--- config.mk ---
export PLATFORM = sky130hd
export DESIGN_NAME = hfvn_regs
export DESIGN_NICKNAME = d
export VERILOG_FILES = /design/src/hw/rtl/assert_macros.svh /design/src/hw/rtl/hfvn_pkg.sv /design/src/hw/rtl/hfvn_regs.sv
export SDC_FILE = /design/constraint.sdc
export NUM_CORES = 1
export LEC_CHECK = 0
export BUFFER_PORTS_ARGS = -buffer_cell sky130_fd_sc_hd__buf_2
export CAP_MARGIN = 5
export CORE_MARGIN = 3
export CORE_UTILIZATION = 30
export CTS_BUF_LIST = sky130_fd_sc_hd__clkbuf_2
export DETAILED_ROUTE_END_ITERATION = 10
export GPL_ROUTABILITY_DRIVEN = 1
export GPL_TIMING_DRIVEN = 0
export PLACE_DENSITY = 0.61
export SYNTH_ARGS = -nofsm -noshare
export SYNTH_HDL_FRONTEND = slang
export SYNTH_SLANG_ARGS = --single-unit
--- constraint.sdc ---
create_clock -name clk -period 3.4 [get_ports clk]
set_input_delay 0.17 -clock clk [delete_from_list [all_inputs] [get_ports clk]]
set_output_delay 0.17 -clock clk [all_outputs]
set_load 0.02 [all_outputs]
--- src/hw/rtl/assert_macros.svh ---
// Assertion macros shared by the RTL of the vertex normal block.
// Each macro expects clk and rst_n in the scope where it is used.
`ifndef ASSERT_MACROS_SVH
`define ASSERT_MACROS_SVH

// Same-cycle implication, disabled during reset.
`define HFVN_ASSERT(label, ante, cons, msg) \
    label: assert property (@(posedge clk) disable iff (!rst_n) (ante) |-> (cons)) \
        else $error(msg);

// Next-cycle implication, disabled during reset.
`define HFVN_ASSERT_NEXT(label, ante, cons, msg) \
    label: assert property (@(posedge clk) disable iff (!rst_n) (ante) |=> (cons)) \
        else $error(msg);

`endif

--- src/hw/rtl/hfvn_pkg.sv ---
// Package of the height-grid vertex normal block: register codes, config type,
// pipeline depths and the side-band word type. No dependencies.
package hfvn_pkg;

    localparam int MAX_GRID_POINTS = 1025;
    localparam int CFG_ADDR_W      = 5;

    localparam logic [2:0] REG_WEST_EDGE   = 3'd0;
    localparam logic [2:0] REG_SOUTH_EDGE  = 3'd1;
    localparam logic [2:0] REG_STEP_X      = 3'd2;
    localparam logic [2:0] REG_STEP_Z      = 3'd3;
    localparam logic [2:0] REG_GRID_POINTS = 3'd4;

    localparam logic [30:0] STEP_RESET = 31'd65536;
    localparam logic [10:0] GRID_RESET = 11'd1025;

    localparam int SQRT_STEPS = 32;
    localparam int DIV_STEPS  = 17;
    localparam int NORM_LAT   = 6 + SQRT_STEPS + 1 + DIV_STEPS + 1;

    typedef struct packed {
        logic signed [31:0] west_edge;
        logic signed [31:0] south_edge;
        logic [30:0]        step_x;
        logic [30:0]        step_z;
        logic [10:0]        grid_points;
    } cfg_t;

    typedef struct packed {
        logic               raw;
        logic               quad;
        logic [3:0]         mask;
        logic signed [43:0] pos_x;
        logic signed [43:0] pos_z;
        logic signed [31:0] hc;
        logic signed [48:0] raw_x;
        logic signed [48:0] raw_y;
        logic signed [48:0] raw_z;
    } side_t;

endpackage

--- src/hw/rtl/hfvn_regs.sv ---
// Configuration register file of the vertex normal block on an APB-style port.
// Depends on hfvn_pkg.
module hfvn_regs (
    input  logic                             clk,
    input  logic                             rst_n,
    input  logic                             psel,
    input  logic                             penable,
    input  logic                             pwrite,
    input  logic [hfvn_pkg::CFG_ADDR_W-1:0]  paddr,
    input  logic [31:0]                      pwdata,
    output logic [31:0]                      prdata,
    output hfvn_pkg::cfg_t                   cfg
);
    import hfvn_pkg::*;

    cfg_t       cfg_reg;
    logic [2:0] idx;
    logic       wr;

    assign idx = paddr[CFG_ADDR_W-1:2];
    assign wr  = psel && penable && pwrite;
    assign cfg = cfg_reg;

    always_ff @(posedge clk or negedge rst_n)
    begin
        if (!rst_n)
        begin
            cfg_reg.west_edge   <= '0;
            cfg_reg.south_edge  <= '0;
            cfg_reg.step_x      <= STEP_RESET;
            cfg_reg.step_z      <= STEP_RESET;
            cfg_reg.grid_points <= GRID_RESET;
        end
        else if (wr)
        begin
            unique case (idx)
                REG_WEST_EDGE:   cfg_reg.west_edge   <= pwdata;
                REG_SOUTH_EDGE:  cfg_reg.south_edge  <= pwdata;
                REG_STEP_X:      cfg_reg.step_x      <= pwdata[30:0];
                REG_STEP_Z:      cfg_reg.step_z      <= pwdata[30:0];
                REG_GRID_POINTS: cfg_reg.grid_points <= pwdata[10:0];
                default:         ;
            endcase
        end
    end

    always_comb
    begin
        unique case (idx)
            REG_WEST_EDGE:   prdata = cfg_reg.west_edge;
            REG_SOUTH_EDGE:  prdata = cfg_reg.south_edge;
            REG_STEP_X:      prdata = {1'b0, cfg_reg.step_x};
            REG_STEP_Z:      prdata = {1'b0, cfg_reg.step_z};
            REG_GRID_POINTS: prdata = {21'b0, cfg_reg.grid_points};
            default:         prdata = '0;
        endcase
    end

endmodule

==> impl_metrics.tcl <==
set metrics [dict create \
    outcome "completed" \
    synth_top_area_share_pct 52.77 \
    synth_area_leaders "dfrtp_1, mux2_2, mux2_4, mux4_2, nor2b_1" \
    synth-seq-area-share_pct 54.43 \
    crit_arrival_ps 2580 \
    syn_to_final_growth_pct 33.60 \
    post-place-cells 882 \
    nFillCells 1966 \
    cts_tree "done" \
    place_ws_ps 1152 \
    die_h_um 151.0 \
    ios 211 \
    nNetsFinal 717 \
    path_class "in2out" \
    wl_per_cell_um 20.30 \
    cts_buffer_depth 2 \
    viasPerCell 4.797 \
    path_max_fanout 10 \
    worstHoldPathType "in2reg" \
    dieArea_mm2 0.02280 \
    hpwlAfterDp_um 13370 \
    seq_area_mm2 0.003433 \
    hold_buffers 44 \
    multi_input_area_mm2 0.002704 \
    tightest_slew_ps 822.1 \
    numCtsBuffers 17 \
    htree_levels 4 \
    start_util_pct 30.87 \
    coreArea_mm2 0.02043 \
    design_area_mm2 0.008427 \
    postSynthCellCount 403 \
    fmax_mhz 363.7 \
    synth_xor_area_share_pct 0 \
    overflow 0 \
    synth-simple-area-share_pct 3.630 \
    antenna_found_initial 0 \
    drv_cap 0 \
    yosysTopAreaCell "dfrtp_1" \
    gp_congestion 0.7875 \
    skew_ps 0 \
    drv_slew 0 \
    rsz0062_at_grt "false" \
    synth_compound_area_share_pct 3.729 \
    grt_usage_pct 17.29 \
    setup_violations 0 \
    post_cts_resized 0 \
    period_minus_slack_ps 2750 \
    grt_pass1_wl_um 29580 \
    fin_util_pct 41.25 \
    p_leak_nw 4.253 \
    muxShareOfSynthArea_pct 35.51 \
    diodes 0 \
    clk_latency_ps 640 \
    end_kind "output pin" \
    drt_iter0_markers 133 \
    synthesis.area_mm2 0.006307 \
    drt_wl_total_um 19440 \
    synth.avg_cell_area_um2 15.65 \
    ant_nets 0 \
    layout.cells.non_filler 958 \
    port_buffers 208 \
    cp-start-kind "input port" \
    root_buffer "clkbuf_2" \
    hold_viol_final 0 \
    final_cell_mix "buf_2, dfrtp_1, mux2_2" \
    layout_commonest_cell "buf_2" \
    synth_cell_types 27 \
    synth_fa_ha_area_share_pct 0 \
    die_x_um 151.0 \
    largest_reg_flops 137 \
    grt_pass1_vias 5000 \
    syn_nets 445 \
    firstDrtPassIters 6 \
    grt_max_degree 70 \
    powerDensity_mw_per_mm2 573.1 \
    dpl-instance-area_mm2 0.007720 \
    slew_headroom_pct 45.19 \
    vias 4596 \
    clkSinkCount 137 \
    path_clk_slew_ps 220 \
    fp-row-count 52 \
    layout-drive-gt1-share_pct 62.65 \
    fin_ws_ps 650.4 \
    synth_top_family_by_area "multiplexers" \
    synth-seq-cells 137 \
    irDropWorstVdd_v 0.0002256 \
    yosysWarnings 0 \
    required_ps 3230 \
    fin_crit_sh_pct 80.87 \
    drc 0 \
    cts_setup_buffers 0 \
    setup-tns-final_ps 0 \
]
==> through the flow <==
step	hold WS [ps]	power [W]
floorplan	-125.6	0.003179
global placement	429.4	0.003756
detailed placement	221.6	0.003815
CTS	124.8	0.004904
global route	150.6	0.005106
finish	266.7	0.004829
==> Yosys cell counts, drive strengths merged <==
master and instances:
a22oi 10, a2bb2oi 1, a32oi 11, buf 22, clkbuf 7, dfrtp 133
dfstp 4, inv 1, mux2 148, mux2i 1, mux4 20, nand2 2
nand3 1, nand4b 1, nor2 2, nor2b 23, nor3 2, nor3b 2
o21ai 11, or3 1
==> where the power goes <==
group / internal [W] / switching [W]
sequential: 0.00195 / 0.000259
combinational: 0.000726 / 0.000881
clock: 0.000410 / 0.000601
total: 0.00309 / 0.00174
==> cell type report <==
cell class | count | area share [%]
Buffer | 29 | 1.975
Clock buffer | 19 | 1.128
Clock inverter | 13 | 1.826
Inverter | 1 | 0.04454
Multi-Input combinational cell | 236 | 32.09
Sequential cell | 137 | 40.74
Tap cell | 270 | 4.009
Timing Repair Buffer | 253 | 18.19
==> logic make-up after synthesis <==
| logic type | count (synthesis) |
|---|---|
| mux | 169 |
| simple gates | 34 |
| flops | 137 |
| compound gates | 33 |
| buf+inv | 30 |
==> per-layer routing <==
layer | routed length (µm) | global-route usage [%]
met5 | 0 | 0
met4 | 240 | 4.850
met3 | 1255 | 4.458
met2 | 9400 | 27.86
met1 | 8548 | 23.14
==> worst max-delay path, cell delays in order <==
cell	delay, ps
dlygate4sd3_1	540
buf_2	140
buf_2	280
buf_4	320
nor2b_1	210
buf_2	310
a22oi_1	130
o21ai_0	250
buf_2	210
==> worst paths after layout <==
path	startpoint	end	slack [ps]	cells past startpoint
min	pwdata[27]	cfg[132]	270	3
max reg2reg	cfg[101]	cfg[101]	2040	2
min reg2reg	cfg[45]	cfg[45]	540	1
max	paddr[2]	prdata[8]	650	9
max in group asynchronous	rst_n	cfg[0]	2420	4
min in group asynchronous	rst_n	cfg[58]	540	3
Power figures use the tool's default switching activity.
